## config.mk

```make
export PLATFORM = sky130hd
export DESIGN_NAME = joystick_polar_tracker
export DESIGN_NICKNAME = d
export VERILOG_FILES = /design/src/hdl/jpt_pkg.sv /design/src/hdl/jpt_cordic.sv /design/src/hdl/jpt_isqrt.sv /design/src/hdl/joystick_polar_tracker.sv
export SDC_FILE = /design/constraint.sdc
export NUM_CORES = 2
export LEC_CHECK = 0
export BUFFER_PORTS_ARGS = -buffer_cell sky130_fd_sc_hd__buf_2
export CAP_MARGIN = 0
export CORE_MARGIN = 3
export CORE_UTILIZATION = 64
export CTS_BUF_LIST = sky130_fd_sc_hd__clkbuf_4 sky130_fd_sc_hd__clkbuf_8
export DETAILED_ROUTE_END_ITERATION = 10
export GPL_TIMING_DRIVEN = 1
export PLACE_DENSITY = 0.91
export SLEW_MARGIN = 20
export SYNTH_ARGS = -nofsm -noshare
export SYNTH_HDL_FRONTEND = slang
export SYNTH_HIERARCHICAL = 1
export SYNTH_SLANG_ARGS = --single-unit
```

## constraint.sdc

```tcl
create_clock -name clk -period 9.3 [get_ports clk]
set_input_delay 0.465 -clock clk [delete_from_list [all_inputs] [get_ports clk]]
set_output_delay 0.465 -clock clk [all_outputs]
set_load 0.02 [all_outputs]
```

## src/hdl/jpt_pkg.sv

```systemverilog
// Shared types, constants and elaboration-time tables for the joystick polar tracker.
// Depends on nothing; every other file refers to it by scoped names.
`default_nettype none

package jpt_pkg;

    // Widths and fixed-point formats.
    localparam int SAMPLE_BITS_DEF = 8;
    localparam int OUT_W           = 8;
    localparam int ANGLE_W         = 9;
    localparam int DIST_W          = 9;
    localparam int APB_DATA_W      = 32;
    localparam int PADDR_W         = 3;
    localparam int CENTRE_RESET    = 128;

    localparam int PRESHIFT    = 40;
    localparam int FRAC        = 56;
    localparam int ITER        = 48;
    localparam int ITER_W      = $clog2(ITER);
    localparam int ZW          = FRAC + 3;
    localparam int TH_W        = FRAC + 2;
    localparam int SCALE_W     = 6;
    localparam int PROD_W      = TH_W + SCALE_W;
    localparam int ANGLE_SCALE = 57;

    // Register indexes on the configuration port.
    localparam logic REG_CENTRE_X = 1'b0;
    localparam logic REG_CENTRE_Y = 1'b1;

    // How the series term shrinks from one step to the next.
    localparam logic [1:0] SHRINK_POW2  = 2'd0;
    localparam logic [1:0] SHRINK_25    = 2'd1;
    localparam logic [1:0] SHRINK_57121 = 2'd2;

    typedef logic signed [ZW-1:0] angle_t;
    typedef angle_t rot_tab_t [ITER];

    typedef enum logic [1:0] {
        ST_IDLE,
        ST_LAUNCH,
        ST_BUSY
    } seq_state_t;

    typedef enum logic [2:0] {
        CPH_IDLE,
        CPH_RUN,
        CPH_CLAMP,
        CPH_SCALE,
        CPH_DONE
    } cordic_phase_t;

    typedef struct packed {
        logic start;
        logic dx_neg;
        logic dy_neg;
    } cordic_cmd_t;

    // Divides a series term by the odd number 2n+1.
    function automatic logic [63:0] div_odd(input logic [63:0] p, input int unsigned n);
        logic [63:0] q;
        case (n)
            0:  q = p;
            1:  q = p / 3;
            2:  q = p / 5;
            3:  q = p / 7;
            4:  q = p / 9;
            5:  q = p / 11;
            6:  q = p / 13;
            7:  q = p / 15;
            8:  q = p / 17;
            9:  q = p / 19;
            10: q = p / 21;
            11: q = p / 23;
            12: q = p / 25;
            13: q = p / 27;
            14: q = p / 29;
            15: q = p / 31;
            16: q = p / 33;
            17: q = p / 35;
            18: q = p / 37;
            19: q = p / 39;
            20: q = p / 41;
            21: q = p / 43;
            22: q = p / 45;
            23: q = p / 47;
            24: q = p / 49;
            25: q = p / 51;
            26: q = p / 53;
            27: q = p / 55;
            28: q = p / 57;
            29: q = p / 59;
            30: q = p / 61;
            31: q = p / 63;
            default: q = '0;
        endcase
        return q;
    endfunction

    function automatic logic [63:0] shrink(input logic [63:0] p, input logic [1:0] kind,
                                           input int unsigned sh);
        logic [63:0] q;
        case (kind)
            SHRINK_25:    q = p / 25;
            SHRINK_57121: q = p / 57121;
            default:      q = p >> (2 * sh);
        endcase
        return q;
    endfunction

    // Alternating series for atan(1/m) in Q56, rounded down term by term.
    function automatic logic signed [63:0] atan_series(input logic [63:0] p0,
                                                      input logic [1:0] kind,
                                                      input int unsigned sh);
        logic [63:0]        p;
        logic [63:0]        t;
        logic signed [63:0] s;
        logic               neg;
        p   = p0;
        s   = '0;
        neg = 1'b0;
        for (int unsigned n = 0; n < 32; n++)
        begin
            if (p != '0)
            begin
                t   = div_odd(p, n);
                s   = neg ? s - $signed(t) : s + $signed(t);
                neg = ~neg;
                p   = shrink(p, kind, sh);
            end
        end
        return s;
    endfunction

    function automatic logic signed [63:0] calc_pi_q();
        logic signed [63:0] a5;
        logic signed [63:0] a239;
        a5   = atan_series((64'd1 << FRAC) / 5, SHRINK_25, 0);
        a239 = atan_series((64'd1 << FRAC) / 239, SHRINK_57121, 0);
        return (a5 <<< 4) - (a239 <<< 2);
    endfunction

    localparam logic signed [63:0] PI_Q64 = calc_pi_q();

    function automatic rot_tab_t build_rot_tab();
        rot_tab_t tab;
        for (int i = 0; i < ITER; i++)
        begin
            if (i == 0)
                tab[i] = angle_t'(PI_Q64 >>> 2);
            else
                tab[i] = angle_t'(atan_series((64'd1 << FRAC) >> i, SHRINK_POW2, i));
        end
        return tab;
    endfunction

    localparam rot_tab_t ROT_TAB   = build_rot_tab();
    localparam angle_t   PI_Q      = angle_t'(PI_Q64);
    localparam angle_t   HALF_PI_Q = angle_t'(PI_Q64 >>> 1);

endpackage

`default_nettype wire

```

## src/hdl/jpt_cordic.sv

```systemverilog
// Iterative CORDIC vectoring unit: one rotation step per cycle, then angle scaling.
// Depends on jpt_pkg for the rotation table, formats and phase type.
`default_nettype none

module jpt_cordic #(
    parameter int SAMPLE_BITS = jpt_pkg::SAMPLE_BITS_DEF
) (
    input  wire logic                                clk,
    input  wire logic                                rst_n,
    input  wire jpt_pkg::cordic_cmd_t                cmd,
    input  wire logic [SAMPLE_BITS-1:0]              ax,
    input  wire logic [SAMPLE_BITS-1:0]              ay,
    output logic                                     done,
    output logic signed [jpt_pkg::ANGLE_W-1:0]       angle
);

    localparam int DW = SAMPLE_BITS + jpt_pkg::PRESHIFT + 3;

    jpt_pkg::cordic_phase_t phase_reg, phase_next;

    logic [jpt_pkg::ITER_W-1:0]        iter_reg, iter_next;
    logic signed [DW-1:0]              x_reg, x_next;
    logic signed [DW-1:0]              y_reg, y_next;
    jpt_pkg::angle_t                   z_reg, z_next;
    logic [jpt_pkg::TH_W-1:0]          th_reg, th_next;
    logic signed [jpt_pkg::ANGLE_W-1:0] angle_reg, angle_next;
    logic                              ax_zero_reg, ax_zero_next;
    logic                              ay_zero_reg, ay_zero_next;
    logic                              dxn_reg, dxn_next;
    logic                              dyn_reg, dyn_next;

    logic signed [DW-1:0]              xs;
    logic signed [DW-1:0]              ys;
    jpt_pkg::angle_t                   rot;
    jpt_pkg::angle_t                   phi;
    logic [jpt_pkg::PROD_W-1:0]        prod;
    logic [jpt_pkg::OUT_W-1:0]         mag;
    logic signed [jpt_pkg::ANGLE_W-1:0] mag_ext;

    // Phase sequencing.
    always_comb
    begin
        phase_next = phase_reg;
        case (phase_reg)
            jpt_pkg::CPH_IDLE, jpt_pkg::CPH_DONE:
            begin
                if (cmd.start)
                begin
                    if (ax == '0 || ay == '0)
                        phase_next = jpt_pkg::CPH_CLAMP;
                    else
                        phase_next = jpt_pkg::CPH_RUN;
                end
            end
            jpt_pkg::CPH_RUN:
            begin
                if (iter_reg == jpt_pkg::ITER_W'(jpt_pkg::ITER - 1))
                    phase_next = jpt_pkg::CPH_CLAMP;
            end
            jpt_pkg::CPH_CLAMP: phase_next = jpt_pkg::CPH_SCALE;
            jpt_pkg::CPH_SCALE: phase_next = jpt_pkg::CPH_DONE;
            default:            phase_next = jpt_pkg::CPH_IDLE;
        endcase
    end

    // Shared shift-add datapath.
    always_comb
    begin
        xs  = x_reg >>> iter_reg;
        ys  = y_reg >>> iter_reg;
        rot = jpt_pkg::ROT_TAB[iter_reg];

        if (ay_zero_reg)
            phi = '0;
        else if (ax_zero_reg)
            phi = jpt_pkg::HALF_PI_Q;
        else if (z_reg < 0)
            phi = '0;
        else if (z_reg > jpt_pkg::HALF_PI_Q)
            phi = jpt_pkg::HALF_PI_Q;
        else
            phi = z_reg;

        prod    = jpt_pkg::PROD_W'(th_reg) * jpt_pkg::PROD_W'(jpt_pkg::ANGLE_SCALE);
        mag     = prod[jpt_pkg::PROD_W-1 -: jpt_pkg::OUT_W];
        mag_ext = {1'b0, mag};

        iter_next    = iter_reg;
        x_next       = x_reg;
        y_next       = y_reg;
        z_next       = z_reg;
        th_next      = th_reg;
        angle_next   = angle_reg;
        ax_zero_next = ax_zero_reg;
        ay_zero_next = ay_zero_reg;
        dxn_next     = dxn_reg;
        dyn_next     = dyn_reg;

        case (phase_reg)
            jpt_pkg::CPH_IDLE, jpt_pkg::CPH_DONE:
            begin
                if (cmd.start)
                begin
                    iter_next    = '0;
                    x_next       = DW'(ax) << jpt_pkg::PRESHIFT;
                    y_next       = DW'(ay) << jpt_pkg::PRESHIFT;
                    z_next       = '0;
                    ax_zero_next = (ax == '0);
                    ay_zero_next = (ay == '0);
                    dxn_next     = cmd.dx_neg;
                    dyn_next     = cmd.dy_neg;
                end
            end
            jpt_pkg::CPH_RUN:
            begin
                if (!y_reg[DW-1])
                begin
                    x_next = x_reg + ys;
                    y_next = y_reg - xs;
                    z_next = z_reg + rot;
                end
                else
                begin
                    x_next = x_reg - ys;
                    y_next = y_reg + xs;
                    z_next = z_reg - rot;
                end
                if (iter_reg != jpt_pkg::ITER_W'(jpt_pkg::ITER - 1))
                    iter_next = iter_reg + 1'b1;
            end
            jpt_pkg::CPH_CLAMP:
            begin
                if (dxn_reg)
                    th_next = jpt_pkg::TH_W'(jpt_pkg::PI_Q - phi);
                else
                    th_next = jpt_pkg::TH_W'(phi);
            end
            jpt_pkg::CPH_SCALE:
            begin
                angle_next = dyn_reg ? -mag_ext : mag_ext;
            end
            default:
            begin
                iter_next = '0;
            end
        endcase
    end

    always_ff @(posedge clk or negedge rst_n)
    begin
        if (!rst_n)
            phase_reg <= jpt_pkg::CPH_IDLE;
        else
            phase_reg <= phase_next;
    end

    always_ff @(posedge clk)
    begin
        iter_reg    <= iter_next;
        x_reg       <= x_next;
        y_reg       <= y_next;
        z_reg       <= z_next;
        th_reg      <= th_next;
        angle_reg   <= angle_next;
        ax_zero_reg <= ax_zero_next;
        ay_zero_reg <= ay_zero_next;
        dxn_reg     <= dxn_next;
        dyn_reg     <= dyn_next;
    end

    assign done  = (phase_reg == jpt_pkg::CPH_DONE);
    assign angle = angle_reg;

endmodule

`default_nettype wire

```

## src/hdl/jpt_isqrt.sv

```systemverilog
// Digit-by-digit integer square root of ax*ax + ay*ay, two radicand bits per cycle.
// Depends on jpt_pkg for the default sample width.
`default_nettype none

module jpt_isqrt #(
    parameter int SAMPLE_BITS = jpt_pkg::SAMPLE_BITS_DEF
) (
    input  wire logic                   clk,
    input  wire logic                   rst_n,
    input  wire logic                   start,
    input  wire logic [SAMPLE_BITS-1:0] ax,
    input  wire logic [SAMPLE_BITS-1:0] ay,
    output logic                        done,
    output logic [SAMPLE_BITS:0]        root
);

    localparam int SQ_W   = 2 * SAMPLE_BITS;
    localparam int VW     = SQ_W + 1;
    localparam int NSTEP  = SAMPLE_BITS + 1;
    localparam int STEP_W = $clog2(NSTEP);

    logic [VW-1:0]     rem_reg, rem_next;
    logic [VW-1:0]     res_reg, res_next;
    logic [VW-1:0]     bit_reg, bit_next;
    logic [STEP_W-1:0] cnt_reg, cnt_next;
    logic              run_reg, run_next;
    logic              done_reg, done_next;

    logic [SQ_W-1:0]   sq_x;
    logic [SQ_W-1:0]   sq_y;
    logic [VW:0]       trial;

    always_comb
    begin
        sq_x  = SQ_W'(ax) * SQ_W'(ax);
        sq_y  = SQ_W'(ay) * SQ_W'(ay);
        trial = {1'b0, res_reg} + {1'b0, bit_reg};

        rem_next  = rem_reg;
        res_next  = res_reg;
        bit_next  = bit_reg;
        cnt_next  = cnt_reg;
        run_next  = run_reg;
        done_next = done_reg;

        if (start)
        begin
            rem_next  = VW'(sq_x) + VW'(sq_y);
            res_next  = '0;
            bit_next  = VW'(1) << SQ_W;
            cnt_next  = '0;
            run_next  = 1'b1;
            done_next = 1'b0;
        end
        else if (run_reg)
        begin
            if ({1'b0, rem_reg} >= trial)
            begin
                rem_next = rem_reg - trial[VW-1:0];
                res_next = (res_reg >> 1) + bit_reg;
            end
            else
            begin
                res_next = res_reg >> 1;
            end
            bit_next = bit_reg >> 2;
            cnt_next = cnt_reg + 1'b1;
            if (cnt_reg == STEP_W'(NSTEP - 1))
            begin
                run_next  = 1'b0;
                done_next = 1'b1;
            end
        end
    end

    always_ff @(posedge clk or negedge rst_n)
    begin
        if (!rst_n)
        begin
            run_reg  <= 1'b0;
            done_reg <= 1'b0;
            cnt_reg  <= '0;
        end
        else
        begin
            run_reg  <= run_next;
            done_reg <= done_next;
            cnt_reg  <= cnt_next;
        end
    end

    always_ff @(posedge clk)
    begin
        rem_reg <= rem_next;
        res_reg <= res_next;
        bit_reg <= bit_next;
    end

    assign done = done_reg;
    assign root = res_reg[SAMPLE_BITS:0];

endmodule

`default_nettype wire

```

## src/hdl/joystick_polar_tracker.sv

```systemverilog
// Top level of the joystick polar tracker: APB register file, input and output words,
// axis extremes and the sequencer. Depends on jpt_pkg, jpt_cordic and jpt_isqrt.
//
// How to use it.
// Each input word is one converter frame (sample_x, sample_y, slider_a, slider_b),
// offered with in_valid and taken when in_valid and in_ready are both high. Each
// accepted word yields exactly one output word, offered with out_valid and taken
// when out_valid and out_ready are both high. The output word carries the four
// readings, the running minimum and maximum of each joystick axis (this frame
// included), the angle of the stick from the configured centre in units of
// 1/57 radian (truncated toward zero, signed) and the floor of its distance.
// The angle comes from a CORDIC vectoring unit that performs one rotation step per
// cycle over 48 steps. When either axis sits exactly on its centre the rotation
// steps are skipped and the nine-step square root sets the pace. in_ready is high
// only while the block is idle, so a word is taken only once the last one has left
// the units. The output register parts the two sides: a new word is taken while the
// previous result still waits, and a finished result waits inside the block until
// the output register is free.
// After reset the centres are 128, the minima all ones and the maxima zero, and no
// output word is pending. Centres are written through the APB port at byte
// addresses 0 (x) and 4 (y); a write lands at once, so it should only be made while
// the block is idle.
`default_nettype none

module joystick_polar_tracker #(
    parameter int SAMPLE_BITS = jpt_pkg::SAMPLE_BITS_DEF
) (
    input  wire logic                                 clk,
    input  wire logic                                 rst_n,

    input  wire logic                                 psel,
    input  wire logic                                 penable,
    input  wire logic                                 pwrite,
    input  wire logic [jpt_pkg::PADDR_W-1:0]          paddr,
    input  wire logic [jpt_pkg::APB_DATA_W-1:0]       pwdata,
    output logic [jpt_pkg::APB_DATA_W-1:0]            prdata,
    output logic                                      pready,

    input  wire logic                                 in_valid,
    output logic                                      in_ready,
    input  wire logic [SAMPLE_BITS-1:0]               sample_x,
    input  wire logic [SAMPLE_BITS-1:0]               sample_y,
    input  wire logic [SAMPLE_BITS-1:0]               slider_a,
    input  wire logic [SAMPLE_BITS-1:0]               slider_b,

    output logic                                      out_valid,
    input  wire logic                                 out_ready,
    output logic [jpt_pkg::OUT_W-1:0]                 joy_x,
    output logic [jpt_pkg::OUT_W-1:0]                 joy_y,
    output logic [jpt_pkg::OUT_W-1:0]                 slider_a_out,
    output logic [jpt_pkg::OUT_W-1:0]                 slider_b_out,
    output logic [jpt_pkg::OUT_W-1:0]                 x_min,
    output logic [jpt_pkg::OUT_W-1:0]                 x_max,
    output logic [jpt_pkg::OUT_W-1:0]                 y_min,
    output logic [jpt_pkg::OUT_W-1:0]                 y_max,
    output logic signed [jpt_pkg::ANGLE_W-1:0]        angle_deg,
    output logic [jpt_pkg::DIST_W-1:0]                distance
);

    jpt_pkg::seq_state_t state_reg, state_next;

    // Configuration and running extremes; these reset to defined values.
    logic [SAMPLE_BITS-1:0] center_x_reg, center_x_next;
    logic [SAMPLE_BITS-1:0] center_y_reg, center_y_next;
    logic [SAMPLE_BITS-1:0] x_min_reg, x_min_next;
    logic [SAMPLE_BITS-1:0] x_max_reg, x_max_next;
    logic [SAMPLE_BITS-1:0] y_min_reg, y_min_next;
    logic [SAMPLE_BITS-1:0] y_max_reg, y_max_next;
    logic                   out_valid_reg, out_valid_next;

    // The accepted frame and its deltas, held while the units work.
    logic [SAMPLE_BITS-1:0] sx_hold_reg, sx_hold_next;
    logic [SAMPLE_BITS-1:0] sy_hold_reg, sy_hold_next;
    logic [SAMPLE_BITS-1:0] sa_hold_reg, sa_hold_next;
    logic [SAMPLE_BITS-1:0] sb_hold_reg, sb_hold_next;
    logic [SAMPLE_BITS-1:0] ax_reg, ax_next;
    logic [SAMPLE_BITS-1:0] ay_reg, ay_next;
    logic                   dxn_reg, dxn_next;
    logic                   dyn_reg, dyn_next;

    // Output word register.
    logic [jpt_pkg::OUT_W-1:0]          joy_x_reg, joy_x_next;
    logic [jpt_pkg::OUT_W-1:0]          joy_y_reg, joy_y_next;
    logic [jpt_pkg::OUT_W-1:0]          sla_reg, sla_next;
    logic [jpt_pkg::OUT_W-1:0]          slb_reg, slb_next;
    logic [jpt_pkg::OUT_W-1:0]          xmin_out_reg, xmin_out_next;
    logic [jpt_pkg::OUT_W-1:0]          xmax_out_reg, xmax_out_next;
    logic [jpt_pkg::OUT_W-1:0]          ymin_out_reg, ymin_out_next;
    logic [jpt_pkg::OUT_W-1:0]          ymax_out_reg, ymax_out_next;
    logic signed [jpt_pkg::ANGLE_W-1:0] angle_reg, angle_next;
    logic [jpt_pkg::DIST_W-1:0]         dist_reg, dist_next;

    logic                               cfg_wr;
    logic                               cfg_idx;
    logic                               in_acc;
    logic                               slot_free;
    logic                               finish;
    logic                               x_below;
    logic                               y_below;
    jpt_pkg::cordic_cmd_t               cordic_cmd;
    logic                               cordic_done;
    logic signed [jpt_pkg::ANGLE_W-1:0] cordic_angle;
    logic                               sqrt_done;
    logic [SAMPLE_BITS:0]               sqrt_root;

    // APB decode: the register index is the word address bit.
    assign cfg_wr  = psel & penable & pwrite;
    assign cfg_idx = paddr[jpt_pkg::PADDR_W-1];
    assign pready  = 1'b1;
    assign prdata  = (cfg_idx == jpt_pkg::REG_CENTRE_Y)
                   ? jpt_pkg::APB_DATA_W'(center_y_reg)
                   : jpt_pkg::APB_DATA_W'(center_x_reg);

    assign in_ready  = (state_reg == jpt_pkg::ST_IDLE);
    assign in_acc    = in_valid & in_ready;
    assign slot_free = !out_valid_reg || out_ready;
    assign finish    = (state_reg == jpt_pkg::ST_BUSY) && cordic_done && sqrt_done
                       && slot_free;

    assign cordic_cmd.start  = (state_reg == jpt_pkg::ST_LAUNCH);
    assign cordic_cmd.dx_neg = dxn_reg;
    assign cordic_cmd.dy_neg = dyn_reg;

    jpt_cordic #(
        .SAMPLE_BITS (SAMPLE_BITS)
    ) u_cordic (
        .clk   (clk),
        .rst_n (rst_n),
        .cmd   (cordic_cmd),
        .ax    (ax_reg),
        .ay    (ay_reg),
        .done  (cordic_done),
        .angle (cordic_angle)
    );

    jpt_isqrt #(
        .SAMPLE_BITS (SAMPLE_BITS)
    ) u_isqrt (
        .clk   (clk),
        .rst_n (rst_n),
        .start (cordic_cmd.start),
        .ax    (ax_reg),
        .ay    (ay_reg),
        .done  (sqrt_done),
        .root  (sqrt_root)
    );

    // Sequencer: take a frame, launch both units, then wait for both results and a
    // free output register.
    always_comb
    begin
        state_next = state_reg;
        case (state_reg)
            jpt_pkg::ST_IDLE:
            begin
                if (in_acc)
                    state_next = jpt_pkg::ST_LAUNCH;
            end
            jpt_pkg::ST_LAUNCH: state_next = jpt_pkg::ST_BUSY;
            jpt_pkg::ST_BUSY:
            begin
                if (finish)
                    state_next = jpt_pkg::ST_IDLE;
            end
            default: state_next = jpt_pkg::ST_IDLE;
        endcase
    end

    always_comb
    begin
        x_below = sample_x < center_x_reg;
        y_below = sample_y < center_y_reg;

        center_x_next  = center_x_reg;
        center_y_next  = center_y_reg;
        x_min_next     = x_min_reg;
        x_max_next     = x_max_reg;
        y_min_next     = y_min_reg;
        y_max_next     = y_max_reg;
        sx_hold_next   = sx_hold_reg;
        sy_hold_next   = sy_hold_reg;
        sa_hold_next   = sa_hold_reg;
        sb_hold_next   = sb_hold_reg;
        ax_next        = ax_reg;
        ay_next        = ay_reg;
        dxn_next       = dxn_reg;
        dyn_next       = dyn_reg;
        joy_x_next     = joy_x_reg;
        joy_y_next     = joy_y_reg;
        sla_next       = sla_reg;
        slb_next       = slb_reg;
        xmin_out_next  = xmin_out_reg;
        xmax_out_next  = xmax_out_reg;
        ymin_out_next  = ymin_out_reg;
        ymax_out_next  = ymax_out_reg;
        angle_next     = angle_reg;
        dist_next      = dist_reg;
        out_valid_next = out_valid_reg;

        if (cfg_wr)
        begin
            if (cfg_idx == jpt_pkg::REG_CENTRE_X)
                center_x_next = pwdata[SAMPLE_BITS-1:0];
            else
                center_x_next = center_x_reg;
            if (cfg_idx == jpt_pkg::REG_CENTRE_Y)
                center_y_next = pwdata[SAMPLE_BITS-1:0];
            else
                center_y_next = center_y_reg;
        end

        // On acceptance the extremes already include this frame, and the deltas are
        // formed as a magnitude and a sign so the units never see a negative value.
        if (in_acc)
        begin
            sx_hold_next = sample_x;
            sy_hold_next = sample_y;
            sa_hold_next = slider_a;
            sb_hold_next = slider_b;
            if (sample_x < x_min_reg)
                x_min_next = sample_x;
            if (sample_x > x_max_reg)
                x_max_next = sample_x;
            if (sample_y < y_min_reg)
                y_min_next = sample_y;
            if (sample_y > y_max_reg)
                y_max_next = sample_y;
            dxn_next = x_below;
            dyn_next = y_below;
            ax_next  = x_below ? center_x_reg - sample_x : sample_x - center_x_reg;
            ay_next  = y_below ? center_y_reg - sample_y : sample_y - center_y_reg;
        end

        if (finish)
        begin
            joy_x_next     = sx_hold_reg[jpt_pkg::OUT_W-1:0];
            joy_y_next     = sy_hold_reg[jpt_pkg::OUT_W-1:0];
            sla_next       = sa_hold_reg[jpt_pkg::OUT_W-1:0];
            slb_next       = sb_hold_reg[jpt_pkg::OUT_W-1:0];
            xmin_out_next  = x_min_reg[jpt_pkg::OUT_W-1:0];
            xmax_out_next  = x_max_reg[jpt_pkg::OUT_W-1:0];
            ymin_out_next  = y_min_reg[jpt_pkg::OUT_W-1:0];
            ymax_out_next  = y_max_reg[jpt_pkg::OUT_W-1:0];
            angle_next     = cordic_angle;
            dist_next      = sqrt_root[jpt_pkg::DIST_W-1:0];
            out_valid_next = 1'b1;
        end
        else if (out_ready)
        begin
            out_valid_next = 1'b0;
        end
    end

    always_ff @(posedge clk or negedge rst_n)
    begin
        if (!rst_n)
        begin
            state_reg     <= jpt_pkg::ST_IDLE;
            center_x_reg  <= SAMPLE_BITS'(jpt_pkg::CENTRE_RESET);
            center_y_reg  <= SAMPLE_BITS'(jpt_pkg::CENTRE_RESET);
            x_min_reg     <= '1;
            x_max_reg     <= '0;
            y_min_reg     <= '1;
            y_max_reg     <= '0;
            out_valid_reg <= 1'b0;
        end
        else
        begin
            state_reg     <= state_next;
            center_x_reg  <= center_x_next;
            center_y_reg  <= center_y_next;
            x_min_reg     <= x_min_next;
            x_max_reg     <= x_max_next;
            y_min_reg     <= y_min_next;
            y_max_reg     <= y_max_next;
            out_valid_reg <= out_valid_next;
        end
    end

    always_ff @(posedge clk)
    begin
        sx_hold_reg  <= sx_hold_next;
        sy_hold_reg  <= sy_hold_next;
        sa_hold_reg  <= sa_hold_next;
        sb_hold_reg  <= sb_hold_next;
        ax_reg       <= ax_next;
        ay_reg       <= ay_next;
        dxn_reg      <= dxn_next;
        dyn_reg      <= dyn_next;
        joy_x_reg    <= joy_x_next;
        joy_y_reg    <= joy_y_next;
        sla_reg      <= sla_next;
        slb_reg      <= slb_next;
        xmin_out_reg <= xmin_out_next;
        xmax_out_reg <= xmax_out_next;
        ymin_out_reg <= ymin_out_next;
        ymax_out_reg <= ymax_out_next;
        angle_reg    <= angle_next;
        dist_reg     <= dist_next;
    end

    assign out_valid    = out_valid_reg;
    assign joy_x        = joy_x_reg;
    assign joy_y        = joy_y_reg;
    assign slider_a_out = sla_reg;
    assign slider_b_out = slb_reg;
    assign x_min        = xmin_out_reg;
    assign x_max        = xmax_out_reg;
    assign y_min        = ymin_out_reg;
    assign y_max        = ymax_out_reg;
    assign angle_deg    = angle_reg;
    assign distance     = dist_reg;

endmodule

`default_nettype wire
```

# == Yosys cells after proc, flatten, opt, wreduce, memory -nomap -nowiden ==
# Memory sizes are Yosys's and may differ from the RTL's.
# Index checks and enable logic that the tools add are counted.
# word_totals
regBits,473
rom_bits,3776
inputBits,74
out_inout_bits,117
word_cells,172
mem_count,1
# memory_table
memory,depth,word_bits,read_ports,rd_clocked_by_memory_dff,write_ports,line_no,source
(no name shown),64,59,1,0,0,jpt_cordic.sv:71,rot = jpt_pkg::ROT_TAB[iter_reg];
# op_classes
add_sub_neg,18
multipliers,3
order_cmp,10
n_eq_ne,14
n_shift,2
n_mux,44
bitwise_logic,6
reduce_logical,30
# op_table
operator,n
$mux 58,5
$mux 59,4
$mux 51,4
$pmux 51 s2,2
$pmux 59 s2,1
$add 51x51->51,2
$sshr 51x6->51,2
$sub 51x51->51,2
$mux 17,4
$mul 58x6->64 const B,1
$add 59x59->59,1
$gt 59x58->1 const B,1
$lt 59x1->1 const B,1
$sub 59x59->59,1
$sub 57x58->58 const A,1
$lt 8x8->1,4
$mul 8x8->16,2
$mux 8,4
$sub 8x8->8,4
$reduce_and 2->1,12
$add 17x17->18,1
$ge 17x18->1,1
$pmux 6 s3,1
$add 16x16->17,1
other kinds (36),65

# == Depth between registers and ports, before layout ==
# logic_depth
word_depth,7
mapped_depth,36
ltp_nobuf,26

# == By module ==
# Netlist, hierarchy kept.
# modules_own_cells
mod,n_inst,cells_each,area_each_um2,seq_area_each_um2
jpt_cordic,1,4339,37662.4,7221.9
joystick_polar_tracker,1,563,8171.6,5262.5
jpt_isqrt,1,861,7673.6,1181.1

# == Worst setup path before layout ==
# OpenSTA, ideal clock, no wires.
# synth_path
path_kind,register to register
startpoint,register u_cordic/iter_reg[2] in the netlist's numbering
endpoint,register u_cordic.z_reg[56] (data pin)
setup_time_ns,0.266
arrival_ns,7.357
required_ns,9.034
slack_ns,1.677
path_stages_with_launch,33
path_buffers,9
period_less_slack_ns,7.623
cell_sequence,edfxtp_1 > inv_2 > buf_1 > buf_2 > buf_2 > buf_2 > buf_4 > buf_1 > ha_1 > nand2b_1 > buf_1 > a21oi_1 > nand2_1 > ha_1 > nand2_1 > nor4_1 > nand3_1 > nor4_1 > a21oi_1 > buf_2 > xor2_1 > ha_1 > clkbuf_1 > and3_1 > nand2_1 > or3_1 > o21ai_0 > nor4_1 > a211oi_1 > a211oi_1 > o31ai_1 > xnor2_1 > nor2_1
# synth_between
elab_chain_len,7
word_cells_on_any_way,8
classes_between,add/sub: 2; mux: 4; bitwise: 1; memory: 1
# synth_lines
item,line_no,source
start: declaration,jpt_cordic.sv:21,"logic [jpt_pkg::ITER_W-1:0] iter_reg, iter_next;"
start signal: assignment,jpt_cordic.sv:159,iter_reg <= iter_next;
$not 6->7 (implied by the code) *,jpt_cordic.sv:71,
$mem_v2 64x59 *,-,
$mux 59 (implied by the code) * (2 in a row),jpt_cordic.sv:71,
$add 59x59->59 or $sub 59x59->59 (tied branches),"jpt_cordic.sv:120, jpt_cordic.sv:126",
$mux 59 *,jpt_cordic.sv:116,if (!y_reg[DW-1])
$pmux 59 s2 *,jpt_cordic.sv:99,case (phase_reg)
end signal: assignment,jpt_cordic.sv:162,z_reg <= z_next;
end: declaration,jpt_cordic.sv:24,"jpt_pkg::angle_t z_reg, z_next;"
# Mark *: on every way between the ends. The rest lies on a longest branch, timed or not. The select of a mux whose other input is x is not followed.
# A chain may end at the register's enable or synchronous reset.

# == Worst setup path in the final report ==
# layout_path
startpoint,register u_cordic/iter_reg[1] in the netlist's numbering
endpoint,register u_cordic.y_reg[45] (data pin)
# layout_between
elab_chain_len,4
word_cells_on_any_way,5
classes_between,add/sub: 2; shift: 1; mux: 2
# layout_lines
item,line_no,source
$sshr 51x6->51 *,jpt_cordic.sv:69,xs = x_reg >>> iter_reg;
$sub 51x51->51 or $add 51x51->51 (tied branches),"jpt_cordic.sv:119, jpt_cordic.sv:125",
$mux 51 *,jpt_cordic.sv:116,
$pmux 51 s2 *,jpt_cordic.sv:99,
via u_cordic.y_next[45],jpt_cordic.sv:23,"logic signed [DW-1:0] y_reg, y_next;"
end signal: assignment,jpt_cordic.sv:161,y_reg <= y_next;
end: declaration,jpt_cordic.sv:23,
# Mark *: on every way through the listed nets, which the timed path passes. The rest lies on a longest branch.

==> impl_metrics.csv <==
group,metric,value,unit
yosys,syn_inst,5763,
global_route,overflow,0,
sta,fmax,0.116,GHz
yosys,synthDistinctLibCells,120,
clock_tree,clockBufferDepth,3,
global_route,met3_usage,0.0741,
route,wire_per_inst,24.8,um
layout,area_growth,6.63,%
layout,fillCellCount,6007,
yosys,synth_ff_type,"edfxtp_1",
critical_path,cp.arrival,9.14,ns
global_route,grt_max_degree,90,
yosys,async_flop_share,0.127,
layout,drive_gt1_frac,0.122,
floorplan,fp-row-count,105,
floorplan,io_pins,191,
critical_path,endpoint_kind,"flip-flop",
global_route,grt_pass1_wl,270000,um
clock_tree,post_cts_resized,0,
critical_path,r2r_slack,0.67,ns
yosys,netlist_area,0.0535,mm2
floorplan,die_y,295,um
layout,fin_nets,6556,
clock_tree,htree_levels,3,
flow_run,drv_cap,0,
sta,hold_ws,0.0315,ns
placed_design,port_buffers,139,
critical_path,worstSetupStartpointType,"flip-flop",
route,wl,173000,um
global_route,grtUsageMet2,0.642,
route,drt-initial-drc-count,6388,
sta,rsz0062_at_grt,"false",
global_route,met1_usage,0.475,
placed_design,dp_hpwl,124000,um
layout,largest_reg_flops,59,
clock_tree,tritoncts.num_buffers,83,
floorplan,dieArea,0.0871,mm2
sta,slew_violations,0,
sta,setup_tns,0,ns
floorplan,die_w,295,um
sta,worst_pin_slew,1.09,ns
placed_design,place_congestion,1.06,
global_route,grt_pass1_vias,48300,
global_route,top_usage_layer,"met2",
yosys,ys_warn_count,6,
sta,setup_viol,0,
critical_path,critPathKind,"flip-flop to flip-flop",
placed_design,dpl_worst_slack,0.609,ns
clock_tree,cts_root_buf,"clkbuf_8",
hold_path,hp-class,"input pin to flip-flop",
route,first_pass_iters,7,
global_route,grt_usage,0.391,
run_status,outcome,"finished clean",
yosys,synth_edf_count,387,
clock_tree,insertion_delay,0.75,ns
sta,fin_ws,0.670,ns
floorplan,start_util,0.649,
yosys,synth_area_per_cell,9.28,um2
route,dr_total_vias,49300,
yosys,seq_area_frac_synth,0.255,
sta,period_needed,8.63,ns
yosys,yosys_register_bits,473,
critical_path,crit_fanout,27,
clock_tree,cts_tree,"done",
clock_tree,clk_pin_slew,0.08,ns
sta,slew-limit-headroom,0.251,
route,drc,0,
route,postRouteAntennaNets,0,
sta,finalClockSkew,0.0614,ns
sta,final-hold-violation-count,0,
floorplan,core,0.0825,mm2
global_route,antenna_found_initial,6,
sta,post-route-period-util,0.928,
route,via_per_inst,7.07,
clock_tree,cts_sinks,473,
critical_path,required,9.81,ns
==> metal layers <==
metal / wire (um) / part of all wire / vias up
met4: 13600 / 0.079 / 2
met2: 79300 / 0.46 / 3523
met3: 18000 / 0.10 / 927
met5: 15 / 0.000087 / -
met1: 62100 / 0.36 / 23300
li1: - / - / 21500
==> worst paths after layout <==
kind,startpoint,endpoint,depth (start not counted)
max in group asynchronous,rst_n,u_isqrt/run_reg$_DFF_PN0_,3
hold reg to reg,sb_hold_reg[6]$_DFFE_PP_,slider_b_out[6]$_DFFE_PP_,0
hold / removal,sample_x[7],sx_hold_reg[7]$_DFFE_PP_,1
min in group asynchronous,rst_n,x_max_reg[6]$_DFFE_PN0P_,3
setup reg to reg,u_cordic/iter_reg[1]$_SDFFCE_PN0P_,u_cordic/y_reg[45]$_DFFE_PP_,22
setup / recovery,u_cordic/iter_reg[1]$_SDFFCE_PN0P_,u_cordic/y_reg[45]$_DFFE_PP_,22
==> layout make-up <==
type                       instances  area (um2)  share of cell area
antenna                            6        15.0            0.000263
clock buffer                     118        1450              0.0254
clock inverter                    36         312             0.00546
inverter                         355        1340              0.0234
multi-input combinational       4652       37200               0.651
sequential                       473       13700               0.240
tap                             1070        1340              0.0235
timing repair buffer             264        1770              0.0311
==> cell usage in the layout, fill, tap and decap left out, types with 55 or more instances in the layout <==
| master | count |
|---|---|
| inv_1 | 347 |
| o21a_1 | 55 |
| nor3_1 | 119 |
| nand3_1 | 116 |
| nor2_1 | 482 |
| clkbuf_8 | 90 |
| and2_1 | 77 |
| a21oi_1 | 383 |
| and3_1 | 59 |
| mux2i_1 | 142 |
| xnor2_1 | 192 |
| mux4_2 | 134 |
| edfxtp_1 | 387 |
| a31oi_1 | 96 |
| fa_1 | 194 |
| nor2b_1 | 58 |
| a211oi_1 | 55 |
| nand2_1 | 454 |
| ha_1 | 459 |
| a21o_1 | 140 |
| o21ai_0 | 292 |
| mux2_2 | 88 |
| buf_4 | 84 |
| buf_2 | 139 |
| xor2_1 | 182 |
==> cell usage after synthesis, types with 58 or more instances <==
master    instances  area [um2]
nor2_1          484        1820
ha_1            459        5740
nand2_1         454        1700
edfxtp_1        387       11600
a21oi_1         384        1920
inv_1           351        1320
o21ai_0         292        1460
fa_1            194        3880
xnor2_1         192        1680
xor2_1          182        1590
clkbuf_1        176         661
mux2i_1         142        1420
a21o_1          140        1050
mux4_2          134        3020
nor3_1          119         596
nand3_1         116         581
a31oi_1          96         601
mux2_2           88         991
and2_1           77         482
and3_1           59         369
nor2b_1          58         363
==> logic make-up (layout without fill, tap and decap cells) <==
kind of cell,count (synthesis),after routing,share of synthesized area
AO/OA/AOI/OAI,1522,1522,0.190
XOR/XNOR,374,374,0.0612
adder cells (fa/ha/maj),654,654,0.180
buffers and inverters,661,773,0.0523
flip-flops,473,473,0.255
multiplexers,380,380,0.106
other,2,31,0.000140
AND/OR/NAND/NOR,1697,1697,0.155
==> through the flow <==
stage / cell area (um2) / std cells / util
after floorplan: 53600 / 5786 / -
after global placement: 54900 / 6777 / 0.665
final: 57100 / 6974 / 0.692
after CTS: 57000 / 6966 / 0.691
after detailed placement: 54900 / 6777 / 0.665
after global routing: 57000 / 6971 / 0.691
==> repair_timing <==
action,CTS,global route
setup endpoints to repair,0,1
buffers inserted,0,1
endpoints found under the hold margin,83,0
hold buffers,35,0
==> worst max-delay path: stages, from the launching register on <==
cell,delay (ns)
edfxtp_1,0.79
buf_4,0.33
buf_4,0.40
buf_4,0.35
mux4_2,0.59
mux4_2,0.62
a222oi_1,0.57
o2111a_1,0.33
o2111ai_1,0.22
nor3_2,0.34
nand4_2,0.24
nor3_2,0.51
nand3_1,0.19
nand2_1,0.10
o311ai_1,0.12
ha_1,0.40
nand2_1,0.13
nor2_1,0.34
nand2_1,0.15
a2111oi_0,0.84
o21ai_0,0.36
a21o_1,0.23
a31o_2,0.24
Power is left out: the tool's default activity adds up to more than one toggle a clock period on the data nets, which glitch-free logic cannot reach.
